**config.mk**
```make
export PLATFORM = sky130hd
export DESIGN_NAME = rws_div
export DESIGN_NICKNAME = d
export VERILOG_FILES = /design/src/rws_pkg.sv /design/src/rws_div.sv
export SDC_FILE = /design/constraint.sdc
export NUM_CORES = 1
export LEC_CHECK = 0
export ABC_CLOCK_PERIOD_IN_PS = 5700
export BUFFER_PORTS_ARGS = -buffer_cell sky130_fd_sc_hd__buf_2
export CAP_MARGIN = 15
export CORE_UTILIZATION = 30
export CTS_CLUSTER_SIZE = 8
export DETAILED_ROUTE_END_ITERATION = 7
export SYNTH_ARGS = -nofsm -noshare
export SYNTH_HDL_FRONTEND = slang
export SYNTH_SLANG_ARGS = --single-unit
```
**constraint.sdc**
```tcl
create_clock -name i_clk -period 5.7 [get_ports i_clk]
set_input_delay 0.855 -clock i_clk [delete_from_list [all_inputs] [get_ports i_clk]]
set_output_delay 0.855 -clock i_clk [all_outputs]
set_load 0.03 [all_outputs]
```
**src/rws_pkg.sv**
```systemverilog
// Shared constants, types and codes of the roulette wheel selector.
`timescale 1ns / 1ps

package rws_pkg;

    // Sizing
    localparam int MAX_ENTRIES  = 256;
    localparam int FITNESS_BITS = 24;
    localparam int CELL_SLOTS   = 8;
    localparam int SLOT_W       = $clog2(CELL_SLOTS);
    localparam int CELL_COUNT   = (MAX_ENTRIES + CELL_SLOTS - 1) / CELL_SLOTS;
    localparam int COUNT_W      = $clog2(MAX_ENTRIES + 1);
    localparam int IDX_W        = $clog2(MAX_ENTRIES);
    localparam int BASE_W       = $clog2(CELL_COUNT * CELL_SLOTS + 1);
    localparam int TOTAL_W      = 32;
    localparam int FRAC_W       = 16;
    localparam int REM_W        = TOTAL_W + FRAC_W;
    localparam int LP_W         = FITNESS_BITS + SLOT_W;
    localparam int CMP_W        = (REM_W > LP_W + FRAC_W) ? REM_W : LP_W + FRAC_W;
    localparam int DIV_CNT_W    = $clog2(TOTAL_W);

    // Field widths at the ports
    localparam int CODE_IO_W  = 2;
    localparam int FIT_IO_W   = 24;
    localparam int IDX_IO_W   = 8;
    localparam int COUNT_IO_W = 9;

    typedef logic [FITNESS_BITS-1:0] t_fit;
    typedef logic [LP_W-1:0]         t_lp;
    typedef logic [REM_W-1:0]        t_rem;
    typedef logic [CMP_W-1:0]        t_cmp;
    typedef logic [BASE_W-1:0]       t_base;
    typedef logic [IDX_W-1:0]        t_idx;
    typedef logic [COUNT_W-1:0]      t_count;
    typedef logic [TOTAL_W-1:0]      t_total;
    typedef logic [TOTAL_W:0]        t_sum;
    typedef logic [FRAC_W-1:0]       t_frac;
    typedef logic [SLOT_W-1:0]       t_slot;
    typedef logic [DIV_CNT_W-1:0]    t_div_cnt;

    typedef logic [CODE_IO_W-1:0]  t_code_io;
    typedef logic [FIT_IO_W-1:0]   t_fit_io;
    typedef logic [IDX_IO_W-1:0]   t_idx_io;
    typedef logic [COUNT_IO_W-1:0] t_count_io;

    typedef enum logic [1:0] {
        ACT_CLEAR  = 2'd0,
        ACT_APPEND = 2'd1,
        ACT_SELECT = 2'd2,
        ACT_NOP    = 2'd3
    } t_action;

    typedef enum logic [1:0] {
        STS_OK    = 2'd0,
        STS_EMPTY = 2'd1,
        STS_FULL  = 2'd2
    } t_status;

    // Search token handed from cell to cell
    typedef struct packed {
        logic  valid;
        logic  found;
        t_base base;   // table index of the receiving cell's first slot
        t_rem  rem;    // portion still to be covered, scaled by 2^16
        t_idx  idx;
        t_fit  fit;
    } t_token;

    // Append write broadcast to the cells
    typedef struct packed {
        logic  en;
        t_slot slot;
        t_fit  fit;
    } t_cell_wr;

endpackage

```
**src/rws_div.sv**
```systemverilog
// Restoring divider for the floor average, one quotient bit per cycle.
`timescale 1ns / 1ps

module rws_div (
    input  logic            i_clk,
    input  logic            i_rst_n,
    input  logic            i_start,
    input  rws_pkg::t_total i_dividend,
    input  rws_pkg::t_count i_divisor,
    output logic            o_busy,
    output rws_pkg::t_total o_quot
);

    logic              r_busy;
    rws_pkg::t_div_cnt r_cnt;
    rws_pkg::t_count   r_rem;
    rws_pkg::t_count   r_div;
    rws_pkg::t_total   r_quo;

    logic [rws_pkg::COUNT_W:0] w_trial;
    logic                      w_ge;
    rws_pkg::t_count           n_rem;

    // Trial subtract
    always_comb begin
        w_trial = {r_rem, r_quo[rws_pkg::TOTAL_W-1]};
        w_ge    = w_trial >= {1'b0, r_div};
        if (w_ge) begin
            n_rem = rws_pkg::t_count'(w_trial - {1'b0, r_div});
        end else begin
            n_rem = rws_pkg::t_count'(w_trial);
        end
    end

    always_ff @(posedge i_clk) begin
        if (!i_rst_n) begin
            r_busy <= 1'b0;
            r_cnt  <= '0;
        end else if (i_start) begin
            r_busy <= 1'b1;
            r_cnt  <= rws_pkg::t_div_cnt'(rws_pkg::TOTAL_W - 1);
            r_rem  <= '0;
            r_div  <= i_divisor;
            r_quo  <= i_dividend;
        end else if (r_busy) begin
            r_rem <= n_rem;
            r_quo <= {r_quo[rws_pkg::TOTAL_W-2:0], w_ge};
            if (r_cnt == '0) begin
                r_busy <= 1'b0;
            end else begin
                r_cnt <= r_cnt - 1'b1;
            end
        end
    end

    assign o_busy = r_busy;
    assign o_quot = r_quo;

endmodule

```
# == After elaboration in Yosys (flattened, before gate mapping) ==
# Cells that the tools add are included.
# totals
register_bits,56
inputBits,44
output_inout_bits,33
word_cells,24
# op_classes
n_addsub,2
order_cmp,1
n_eq_ne,1
muxes,10
n_reduce_logical,5
# op_table
op,n
$mux 32,2
$mux 9,2
$mux 5,3
$ge 10x9->1,1
$sub 9x9->9,1
$reduce_and 2->1,3
$logic_not 5->1,1
$sub 5x1->5 const B,1
$mux 1,3
$ne 2x2->1 const B,1
$reduce_bool 2->1,1

# == Depth between registers and ports, before layout ==
# logic_depth
word_depth,4
depth_mapped,10
mapped_depth_nobuf,9

# == Worst setup path after synthesis ==
# OpenSTA, ideal clock, no wires.
# synth_path
path_type,input-to-reg
start,in i_start
end,"reg r_quo[0] (netlist: o_quot[0]), enable pin"
setup_time_ps,401
arrival_time_ps,2451
required_ps,5299
path_slack_ps,2848
stages,3
path_buffers,2
path_cell_list,clkbuf_1 buf_1 o21a_1
# synth_between
elab_chain_len,2
# synth_rtl
element,line,source
from (decl),rws_div.sv:7,"input logic i_start,"
$reduce_bool 2->1 (no source line),n/a,
$reduce_and 2->1 (no source line),n/a,
to (signal assigned),rws_div.sv:44,r_quo <= i_dividend;
to (signal assigned),rws_div.sv:47,"r_quo <= {r_quo[rws_pkg::TOTAL_W-2:0], w_ge};"
to (decl),rws_div.sv:18,rws_pkg::t_total r_quo;
# No other way between the ends.
# A chain may end at the register's enable or synchronous reset.

# == Worst setup path in the final report ==
# layout_path
start,in i_start
end,"reg r_rem[3], enable pin"
# layout_between
elab_chain_len,2
# layout_rtl
element,line,source
$reduce_bool 2->1 (no source line),n/a,
$reduce_and 2->1 (no source line),n/a,
to (signal assigned),rws_div.sv:46,r_rem <= n_rem;
to (decl),rws_div.sv:16,rws_pkg::t_count r_rem;
# No other way between the ends.

==> flow_summary.yaml <==
clock_tree:
  cts_root_buf: "clkbuf_8"
  cts_max_level: 2
  insertion_delay_ns: 0.31
  ctsLongestPathBuffers: 2
  cts_tree: "built"
  cts_setup_buffers: 0
  hold_buffers: 0
  clkTransAtPathRegs_ns: 0.10
  cts_resized: 0
  cts_buffers: 5
  clock_sinks: 56
worst_setup_path:
  cp_max_fo: 44
  path_delay_family: "compound AO/OA/AOI/OAI gates"
  slowest_stage: "o21a_2"
  path_buf_inv: 1
  reg2reg_from: "o_quot[31]"
  end_kind: "flip-flop"
  cp_cell_sequence: "buf_2, o21a_2"
  arrival_ns: 2.47
  startpoint: "i_start"
  cp-start-kind: "input pin"
  critPathMaxStageDelay_ns: 0.90
  path_class: "in -> reg"
  worst_ep_required_time_ns: 5.64
synthesis:
  synth_async_sr_flop_share_pct: 0
  ys.flop_type: "edfxtp_1"
  synth_compound_area_share_pct: 11.9
  synth.area.top_cells: "edfxtp_1 53%, mux2_2 12%, ha_1 4.9%"
  avgSynthCellArea_um2: 13.9
  synth_area_mm2: 0.00283
  synth_edf_count: 50
  ys_seq_elements: 56
  syn_nets: 260
  synth_largest_area_cell: "edfxtp_1"
  ys_warn_count: 0
  synth-simple-area-share_pct: 5.36
  syn_inst: 204
  synth_cell_type_count: 43
  synth_top_family_by_area: "multiplexers"
  synth_top_area_share_pct: 53.1
  synthTopCellsByCount: "50 x edfxtp_1, 31 x mux2_2, 17 x inv_1, 11 x ha_1, 10 x nor2_1"
  muxShareOfSynthArea_pct: 13.9
  yosysMostFrequentCell: "edfxtp_1"
  synth_adder_area_share_pct: 5.58
  synthXorXnorAreaFrac_pct: 2.17
  yosysSeqAreaShare_pct: 57.4
floorplanning:
  initial_core_util_pct: 30.7
  placement_rows: 35
  die_h_um: 99.1
  core_mm2: 0.00920
  io_pins: 77
  dieArea_mm2: 0.00981
  dieWidth_um: 99.1
timing:
  timing.slew.headroom_pct: 37.0
  fmax_ghz: 0.395
  setup_tns_ns: 0
  fin_skew_ns: 0.00740
  rsz0062_at_grt: "no"
  final.min_clock_period_ns: 2.53
  hold_viol: 0
  worstMarginPinSlew_ns: 0.945
  setup_viol: 0
  final_max_slew_viol_count: 0
  finalCritPeriodShare_pct: 44.4
min_path:
  hold_path_class: "reg -> reg"
  hp-start: "o_quot[21]"
grt:
  overflow: 0
  grt_pass1_vias: 1771
  antenna_found_initial: 0
  grt_max_degree: 45
  grt_pass1_wl_um: 8560
  grt.total_usage_pct: 11.1
power:
  power.total_w: 0.000959
  p_leak_nw: 1.37
  irDropWorstVdd_mv: 0.106
  pwr_density_cell_mw_per_mm2: 282
route:
  dr.max_layer_used: "met4"
  firstDrtPassIters: 4
  routedWlPerCell_um: 13.7
  met1Wirelength_um: 2500
  wl_met3_um: 290
  met2_wirelength_um: 2510
  vias: 1827
  wl_um: 5380
  via_per_inst: 4.66
  drc: 0
  drt_iter0_drc: 76
  detail-route-antenna-nets: 0
layout:
  area_growth_pct: 20.2
  num_antenna_cells: 0
  drive_above_1_share_pct: 44.5
  nets: 336
  fillers: 922
  utilization_pct: 36.9
place:
  io_buffer_count: 76
  gp_congestion: 0.766
  dp_hpwl_um: 3750
run_status:
  outcome: "finished clean"
run:
  maxCapViolations: 0
## area by class of cell
cell class	instances	area [µm²]	area share, %
Clock buffer	5	68.8	2.03
Inverter	17	63.8	1.88
Sequential cell	56	1620	47.7
Clock inverter	3	22.5	0.663
Timing Repair Buffer	76	380	11.2
Multi-Input combinational cell	124	1100	32.4
Tap cell	111	139	4.09
## path summary, 6_finish.rpt
check,to,slack (ns),cells after the start
worst max-delay path,r_rem[3],3.17,2
worst min-delay path,o_quot[22],0.59,1
worst max register to register,o_quot[0],3.18,8
worst min register to register,o_quot[22],0.59,1
## metal layers
layer	vias up	track usage, %
met2	51	17.6
met5	-	0
met1	861	14.6
li1	909	-
met3	6	3.12
met4	0	3.96
## sequential cells by signal (all words and copies together) (netlist names)
signal / cells
o_quot: 32
r_div: 9
r_cnt: 5
r_rem: 9
o_busy: 1
## cells in the final DEF (no fill, tap or decap), types with 2 or more instances in the layout
cell type / Yosys / routed
buf_2: 0 / 76
edfxtp_1: 50 / 50
mux2_2: 31 / 31
inv_1: 17 / 17
ha_1: 11 / 11
nor2_1: 10 / 10
a21oi_1: 9 / 9
o21ai_0: 7 / 7
xnor2_1: 6 / 6
dfxtp_1: 6 / 6
a21boi_0: 5 / 5
clkbuf_8: 0 / 5
nand2_1: 4 / 4
nand3_1: 3 / 3
nand2b_1: 3 / 3
mux2i_1: 3 / 3
a21o_1: 2 / 2
o21a_1: 3 / 2
nor4_1: 2 / 2
a211oi_2: 2 / 2
or3_1: 2 / 2
## per-stage QoR
| step | cells | hold WS (ns) | area (µm²) | setup slack (ns) |
|---|---|---|---|---|
| 6_report | 392 | 0.585 | 3400 | 3.17 |
| 5_1_grt | 392 | 0.608 | 3400 | 2.97 |
| 4_1_cts | 392 | 0.588 | 3400 | 3.11 |
| 3_5_place_dp | 384 | 0.564 | 3310 | 2.78 |
| 3_3_place_gp | 384 | 0.565 | 3310 | 2.78 |
| 2_1_floorplan | 204 | 0.549 | 2830 | 2.85 |
## where the power goes
| part | switching [W] | leakage (nW) | internal, W |
|---|---|---|---|
| Sequential | 0.0000187 | 0.528 | 0.000488 |
| Clock | 0.000137 | 0.0485 | 0.0000886 |
| Combinational | 0.000130 | 0.794 | 0.0000958 |
## cells by family after synthesis
kind of cell,count (synthesis)
multiplexers,35
adder cells (fa/ha/maj),12
AO/OA/AOI/OAI,40
flip-flops,56
XOR/XNOR,7
buffers and inverters,24
AND/OR/NAND/NOR,30
(Power assumes the default switching activity.)
