$ cat src/rws_pkg.sv
// Shared constants, types and codes of the roulette wheel selector.
`timescale 1ns / 1ps

package rws_pkg;

    // Sizing
    localparam int MAX_ENTRIES  = 256;
    localparam int FITNESS_BITS = 24;
    localparam int CELL_SLOTS   = 8;
    localparam int SLOT_W       = $clog2(CELL_SLOTS);
    localparam int CELL_COUNT   = (MAX_ENTRIES + CELL_SLOTS - 1) / CELL_SLOTS;
    localparam int COUNT_W      = $clog2(MAX_ENTRIES + 1);
    localparam int IDX_W        = $clog2(MAX_ENTRIES);
    localparam int BASE_W       = $clog2(CELL_COUNT * CELL_SLOTS + 1);
    localparam int TOTAL_W      = 32;
    localparam int FRAC_W       = 16;
    localparam int REM_W        = TOTAL_W + FRAC_W;
    localparam int LP_W         = FITNESS_BITS + SLOT_W;
    localparam int CMP_W        = (REM_W > LP_W + FRAC_W) ? REM_W : LP_W + FRAC_W;
    localparam int DIV_CNT_W    = $clog2(TOTAL_W);

    // Field widths at the ports
    localparam int CODE_IO_W  = 2;
    localparam int FIT_IO_W   = 24;
    localparam int IDX_IO_W   = 8;
    localparam int COUNT_IO_W = 9;

    typedef logic [FITNESS_BITS-1:0] t_fit;
    typedef logic [LP_W-1:0]         t_lp;
    typedef logic [REM_W-1:0]        t_rem;
    typedef logic [CMP_W-1:0]        t_cmp;
    typedef logic [BASE_W-1:0]       t_base;
    typedef logic [IDX_W-1:0]        t_idx;
    typedef logic [COUNT_W-1:0]      t_count;
    typedef logic [TOTAL_W-1:0]      t_total;
    typedef logic [TOTAL_W:0]        t_sum;
    typedef logic [FRAC_W-1:0]       t_frac;
    typedef logic [SLOT_W-1:0]       t_slot;
    typedef logic [DIV_CNT_W-1:0]    t_div_cnt;

    typedef logic [CODE_IO_W-1:0]  t_code_io;
    typedef logic [FIT_IO_W-1:0]   t_fit_io;
    typedef logic [IDX_IO_W-1:0]   t_idx_io;
    typedef logic [COUNT_IO_W-1:0] t_count_io;

    typedef enum logic [1:0] {
        ACT_CLEAR  = 2'd0,
        ACT_APPEND = 2'd1,
        ACT_SELECT = 2'd2,
        ACT_NOP    = 2'd3
    } t_action;

    typedef enum logic [1:0] {
        STS_OK    = 2'd0,
        STS_EMPTY = 2'd1,
        STS_FULL  = 2'd2
    } t_status;

    // Search token handed from cell to cell
    typedef struct packed {
        logic  valid;
        logic  found;
        t_base base;   // table index of the receiving cell's first slot
        t_rem  rem;    // portion still to be covered, scaled by 2^16
        t_idx  idx;
        t_fit  fit;
    } t_token;

    // Append write broadcast to the cells
    typedef struct packed {
        logic  en;
        t_slot slot;
        t_fit  fit;
    } t_cell_wr;

endpackage

$ cat src/rws_cell.sv
// One cell of the table chain: a block of fitness slots and one search step.
`timescale 1ns / 1ps

module rws_cell (
    input  logic              i_clk,
    input  logic              i_rst_n,
    input  rws_pkg::t_cell_wr i_wr,
    input  rws_pkg::t_count   i_count,
    input  rws_pkg::t_token   i_tok,
    output rws_pkg::t_token   o_tok
);

    rws_pkg::t_fit   r_fit [rws_pkg::CELL_SLOTS];
    rws_pkg::t_lp    r_lp  [rws_pkg::CELL_SLOTS];   // prefix sums local to the block
    rws_pkg::t_lp    r_bsum;
    rws_pkg::t_token r_tok;

    rws_pkg::t_lp                       n_lp;
    rws_pkg::t_token                    n_tok;
    logic [rws_pkg::CELL_SLOTS-1:0]     w_hit;
    rws_pkg::t_slot                     w_sel;
    logic                               w_any;

    // Local prefix of the slot being appended; slot zero opens a fresh block
    always_comb begin
        if (i_wr.slot == '0) begin
            n_lp = rws_pkg::t_lp'(i_wr.fit);
        end else begin
            n_lp = rws_pkg::t_lp'(r_bsum + rws_pkg::t_lp'(i_wr.fit));
        end
    end

    // A held slot qualifies when its prefix passes the remaining portion
    always_comb begin
        for (int j = 0; j < rws_pkg::CELL_SLOTS; j++) begin
            w_hit[j] = ((32'(i_tok.base) + 32'(j)) < 32'(i_count)) &&
                       ((rws_pkg::t_cmp'(r_lp[j]) << rws_pkg::FRAC_W) >
                        rws_pkg::t_cmp'(i_tok.rem));
        end
    end

    // First qualifying slot
    always_comb begin
        w_sel = '0;
        w_any = 1'b0;
        for (int j = rws_pkg::CELL_SLOTS - 1; j >= 0; j--) begin
            if (w_hit[j]) begin
                w_sel = rws_pkg::t_slot'(j);
                w_any = 1'b1;
            end
        end
    end

    // Next token
    always_comb begin
        n_tok      = i_tok;
        n_tok.base = rws_pkg::t_base'(32'(i_tok.base) + rws_pkg::CELL_SLOTS);
        if (!i_tok.found) begin
            if (w_any) begin
                n_tok.found = 1'b1;
                n_tok.idx   = rws_pkg::t_idx'(32'(i_tok.base) + 32'(w_sel));
                n_tok.fit   = r_fit[w_sel];
            end else begin
                // no hit anywhere falls back to entry zero
                if (i_tok.base == '0) begin
                    n_tok.fit = r_fit[0];
                end
                if (32'(i_tok.base) < 32'(i_count)) begin
                    n_tok.rem = rws_pkg::t_rem'(rws_pkg::t_cmp'(i_tok.rem) -
                                (rws_pkg::t_cmp'(r_bsum) << rws_pkg::FRAC_W));
                end
            end
        end
    end

    // Slot storage
    always_ff @(posedge i_clk) begin
        if (i_wr.en) begin
            r_fit[i_wr.slot] <= i_wr.fit;
            r_lp[i_wr.slot]  <= n_lp;
            r_bsum           <= n_lp;
        end
    end

    // Token register towards the next cell
    always_ff @(posedge i_clk) begin
        if (!i_rst_n) begin
            r_tok <= '0;
        end else begin
            r_tok <= n_tok;
        end
    end

    assign o_tok = r_tok;

endmodule

$ cat config.mk
export PLATFORM = sky130hd
export DESIGN_NAME = rws_cell
export DESIGN_NICKNAME = d
export VERILOG_FILES = /design/src/rws_pkg.sv /design/src/rws_cell.sv
export SDC_FILE = /design/constraint.sdc
export NUM_CORES = 1
export LEC_CHECK = 0
export ABC_AREA = 1
export CORE_ASPECT_RATIO = 1.4
export CORE_MARGIN = 2
export CORE_UTILIZATION = 35
export DETAILED_ROUTE_END_ITERATION = 12
export DONT_BUFFER_PORTS = 1
export GPL_TIMING_DRIVEN = 0
export MAX_ROUTING_LAYER = met4
export PLACE_DENSITY = 0.53
export SETUP_SLACK_MARGIN = 0.4
export SLEW_MARGIN = 30
export SYNTH_ARGS = -nofsm -noshare
export SYNTH_HDL_FRONTEND = slang
export SYNTH_SLANG_ARGS = --single-unit
$ cat constraint.sdc
create_clock -name i_clk -period 6.8 [get_ports i_clk]
set_input_delay 0.34 -clock i_clk [delete_from_list [all_inputs] [get_ports i_clk]]
set_output_delay 0.34 -clock i_clk [all_outputs]
set_load 0.1 [all_outputs]
=== Yosys cells after proc, flatten, opt, wreduce, memory -nomap -nowiden ===
Memory sizes are Yosys's and may differ from the RTL's.
Index checks and enable logic that the tools add are counted.

* Register bits after elaboration: 118
* Bits in writable memories: 408
* Memories: 2

{| class="wikitable"
|+ Memory list
! name !! depth !! width !! read ports !! clocked after Yosys merged registers in !! wr ports !! line !! source
|-
| r_lp || 8 || 27 || 8 || 0 || 1 || rws_cell.sv:14 || <nowiki>rws_pkg::t_lp r_lp [rws_pkg::CELL_SLOTS];</nowiki>
|-
| r_fit || 8 || 24 || 2 || 0 || 1 || rws_cell.sv:13 || <nowiki>rws_pkg::t_fit r_fit [rws_pkg::CELL_SLOTS];</nowiki>
|}

* $lt $le $gt $ge: 16
* Multiplexer cells: 27
* Reductions and logical operators: 10
* $add $sub $neg: 11

{| class="wikitable"
|+ Operator list
! operator !! number
|-
| $gt 43x48->1 || 8
|-
| $mux 48 || 2
|-
| $mux 80 || 1
|-
| $lt 10x9->1 || 7
|-
| $mux 24 || 2
|-
| $sub 48x43->48 || 1
|-
| $add 9x3->10 const B || 4
|-
| $add 27x24->27 || 1
|-
| $mux 27 || 1
|-
| $mux 3 || 8
|-
| $add 9x2->10 const B || 2
|-
| $mux 1 || 12
|-
| $add 9x1->10 const B || 1
|-
| $add 9x4->9 const B || 1
|-
| $logic_not 9->1 || 1
|-
| $lt 9x9->1 || 1
|-
| $add 8x3->8 || 1
|-
| $logic_and 1x1->1 || 8
|-
| $mux 8 || 1
|-
| $logic_not 3->1 || 1
|}

=== Logic depth before layout (Yosys ltp) ===
* Depth after elaboration: 14
* Mapped depth: 34

=== Least setup slack after synthesis ===
Ideal clock, no wire load.

* Path kind: input -> register
* Start: input i_tok[84] in the netlist's numbering
* End: register r_tok, in the netlist o_tok[28]
* Setup slack: 2.672 ns
* Arrival: 4.007 ns
* Path buffers: 3
* Cell stages on the path: 27
* Path through: clkbuf_1 > nand2_1 > nor3_1 > inv_1 > nor2_1 > xor2_1 > ha_1 > o21ai_1 > nor2_1 > nand2_1 > o211ai_1 > nor2_1 > nand3_1 > nand2_1 > nand2_1 > nand2_2 > nand2_4 > nand2_4 > buf_4 > buf_4 > inv_1 > ha_1 > fa_1 > a21o_1 > nand2_1 > xor2_1 > a21oi_1

* Word-level cells in the longest chain between the ends: 14
* Elaborated cells between the ends (all ways): 42
* Those cells by class: 8 x add/sub; 8 x order compare; 18 x mux; 8 x reduce/logical

{| class="wikitable"
|+ Ends and longest elaborated chain
! element !! line !! source
|-
| from (decl) || rws_cell.sv:9 || <nowiki>input rws_pkg::t_token i_tok,</nowiki>
|-
| $add 9x3->10 || rws_cell.sv:36 || <nowiki>w_hit[j] = ((32'(i_tok.base) + 32'(j)) < 32'(i_count)) &&</nowiki>
|-
| $lt 10x9->1 || rws_cell.sv:36 ||
|-
| $logic_and 1x1->1 || rws_cell.sv:36 ||
|-
| $mux 3 (8 in series) || rws_cell.sv:47 || <nowiki>if (w_hit[j]) begin</nowiki>
|-
| $add 8x3->8 || rws_cell.sv:61 || <nowiki>n_tok.idx = rws_pkg::t_idx'(32'(i_tok.base) + 32'(w_sel));</nowiki>
|-
| $mux 8 * || rws_cell.sv:59 || <nowiki>if (w_any) begin</nowiki>
|-
| $mux 80 * || rws_cell.sv:58 || <nowiki>if (!i_tok.found) begin</nowiki>
|-
| to (signal assigned) || rws_cell.sv:90 || <nowiki>r_tok <= n_tok;</nowiki>
|-
| to (decl) || rws_cell.sv:16 || <nowiki>rws_pkg::t_token r_tok;</nowiki>
|}

Mark *: on every way between the ends. The rest lies on a longest branch, timed or not.
A chain may end at the register's enable or synchronous reset.

=== Worst setup path in the final report ===
Same ends and word-level chain as after synthesis.

==> impl_results.md <==
* Status: completed
* CTS tree: built
* Clk buf depth at 3
* Final Slew Violations at 0
* Core footprint at 0.0842 mm^2
* Post-CTS Setup Inserts at 0
* Clock power frac at 31.4%
* Slowest cell on crit path: nor3_1
* Die width at 250 um
* First-pass GRT wire length at 142,000 um
* Lkg Pwr at 14.7 nW
* Total congestion overflow at 0
* Unrepaired setup endpoints after global routing: no
* Share of cells above drive strength 1 at 6.35%
* Largest net degree at the start of global routing at 28
* Hold Vio Cnt, Final at 0
* Worst-Skew Late Latency at 0.68 ns
* Wire per inst at 22.1 um
* Async S/R FF share, synth at 0%
* Most used cell, CP: nand2_1
* I/O pin cnt at 221
* Crit Path Class: in -> reg
* CP endpoint kind: flop
* PwrDens at 280 mW/mm^2
* Fin Setup TNS at 0 ns
* Switching part of the total power at 34.5%
* Dominant synthesized flop cell: edfxtp_1
* CTS root buf: clkbuf_16
* Vias in the first global route at 22,500
* Setup crit start kind: input port
* Synth top area cells: edfxtp_1 (44%), ha_1 (14%), nand2_1 (6.8%)
* Post-DP Area at 0.0318 mm^2
* CTS resizes at 0
* Commonest cells in the netlist: nand2_1 (541), edfxtp_1 (435), inv_1 (402)
* Final setup fails at 0
* Dpl ws at 1.28 ns
* Die Ht at 349 um
* RD Place Congestion at 0.959
* Full die area at 0.0872 mm^2
* Mean Syn Cell Area at 9.58 um^2
* CP required at 7.30 ns
* Most common cell in the synthesized netlist: nand2_1
* Least-Margin Pin Slew at 1.03 ns
* YS warnings at 0
* Logic gate share of total power at 23.0%
* Nets@finish at 3,755
* Synthesized flop and latch total at 526
* Fmax at 201 MHz
* Post-synthesis sequential area ratio at 50.1%
* Max incr delay on CP at 0.50 ns
* Worst vdd ir at 0.187 mV
* Post-Route WL at 97,700 um
* Sequential share of power at 45.6%
* First drt pass iteration count at 5
* Routed vias/inst at 5.13
* Period Utilization, post-route at 73.2%
* Area Overhead vs Synth at 16.3%
* Psw at 3.33 mW
* Post-synth top area share at 44.0%
* CTS sink cnt at 526
* EDFF count, synth at 435
* Top cell type by total area after synthesis: edfxtp_1
* Min-delay worst type: in -> reg
* Post-Syn Instances at 3,098
* Syn nets at 3,573
* Cts bufs inserted at 54
* Final Critical Period at 4.98 ns
* Max_cap viols at 0
* Antenna violations before repair at 4
* First DRT Iteration DRCs at 1,566
* Drt drc at 0
* Fin worst setup slack at 1.82 ns
* Normalized max-slew margin at 31.5%
* Clock slew at reported path FFs at 0.06 ns
* Dpl hpwl at 74,000 um
* Crit path DAT at 5.48 ns
* Fin area at 0.0345 mm^2
* Clk_skew at 0.0643 ns
* Cell variety after synth at 57
* # rows at 126
* Routed via count at 22,700
* Initial core utilization at 35.3%
* Mapped Area at 0.0297 mm^2
* Post-route antenna net violation count at 0
* Pint at 6.33 mW
* Total GRT Usage at 22.7%
* # H-tree levels at 2
* Critical Path Fanout Max at 10
* IO buf count at 0
-- path summary, 6_finish.rpt --
kind	end	slack (ns)	depth (start not counted)	startpoint
max	o_tok[28]$_SDFF_PN0_	1.82	27	i_tok[84]
max reg2reg	o_tok[28]$_SDFF_PN0_	2.14	22	r_lp[4][7]$_DFFE_PP_
min reg2reg	o_tok[48]$_SDFF_PN0_	0.66	2	r_bsum[0]$_DFFE_PP_
min	o_tok[26]$_SDFF_PN0_	0.04	2	i_rst_n
-- layout by cell type, fill, tap and decap left out, types with 5 or more instances in the layout --
cell type / count
a21o_1: 8
a21oi_1: 290
buf_16: 19
buf_2: 30
buf_4: 14
clkbuf_1: 53
clkbuf_16: 54
clkinv_1: 9
clkinv_2: 8
dfxtp_1: 89
dlygate4sd3_1: 96
edfxtp_1: 435
ha_1: 342
inv_1: 402
inv_2: 10
nand2_1: 541
nand3_1: 314
nand3b_1: 31
nand4_1: 32
nor2_1: 166
nor2_4: 9
nor3_1: 11
nor4_1: 5
nor4_2: 5
o211ai_1: 10
o21a_1: 12
o21ai_0: 125
o21ai_1: 27
o21bai_1: 5
or2_2: 13
xnor2_1: 16
xor2_1: 62
-- state kept, by name, summed over array words and instances, names as in the netlist --
register,cells
r_bsum,27
o_tok,91
r_fit,192
r_lp,216
-- cell type report --
cell class / count / area [um^2]
clock buffer: 75 / 1470
inverter: 415 / 1560
fill: 8257 / 49700
clock inverter: 26 / 299
multi-input combinational: 2073 / 12900
timing repair buffer: 126 / 1610
sequential: 526 / 14900
antenna: 3 / 7.51
buffer: 84 / 423
tap: 1088 / 1360
-- per-stage QoR --
stage,utilization [%],power (mW),cells,hold WS [ns]
after floorplan,-,5.82,3098,0.433
after global placement,36.9,6.55,4186,0.435
after detailed placement,37.7,6.61,4215,0.437
after CTS,41.0,9.73,4413,0.00329
after global routing,41.0,10.1,4413,0.0375
final,41.0,9.66,4416,0.0419
-- cell families after synthesis --
family | Yosys count | synth area share (%)
XOR/XNOR | 78 | 2.30
AND/OR/NAND/NOR | 1145 | 17.2
AO/OA/AOI/OAI | 505 | 9.10
adder cells (fa/ha/maj) | 345 | 14.6
buffers and inverters | 499 | 6.66
flip-flops | 526 | 50.1
-- routing by layer --
metal | GRT usage [%] | share of wire [%]
met5 | - | 0
met4 | 8.92 | 4.3
met3 | 3.54 | 4.9
met2 | 41.0 | 52
met1 | 24.9 | 39
-- repair_timing --
| item | 4_1_cts | 5_1_grt |
|---|---|---|
| hold buffers | 97 | 0 |
| endpoints found under the hold margin | 289 | 0 |
| endpoints found under the setup margin | 0 | 0 |
-- power groups by stage --
| stage | logic [mW] | clock network, mW | registers (mW) |
|---|---|---|---|
| 2_1_floorplan | 1.38 | 0 | 4.44 |
| 3_3_place_gp | 2.07 | 0 | 4.49 |
| 3_5_place_dp | 2.14 | 0 | 4.48 |
| 4_1_cts | 2.22 | 3.10 | 4.41 |
| 5_1_grt | 2.47 | 3.21 | 4.43 |
| 6_report | 2.22 | 3.03 | 4.41 |
-- critical path, delay by kind of cell --
kind / cells / cell delay [ns]
AO/OA/AOI/OAI: 4 / 0.56
XOR/XNOR: 2 / 0.48
adder cells (fa/ha/maj): 3 / 0.90
buffers and inverters: 5 / 1.10
AND/OR/NAND/NOR: 13 / 2.05
Note: power is estimated with default switching activity, not from simulation.
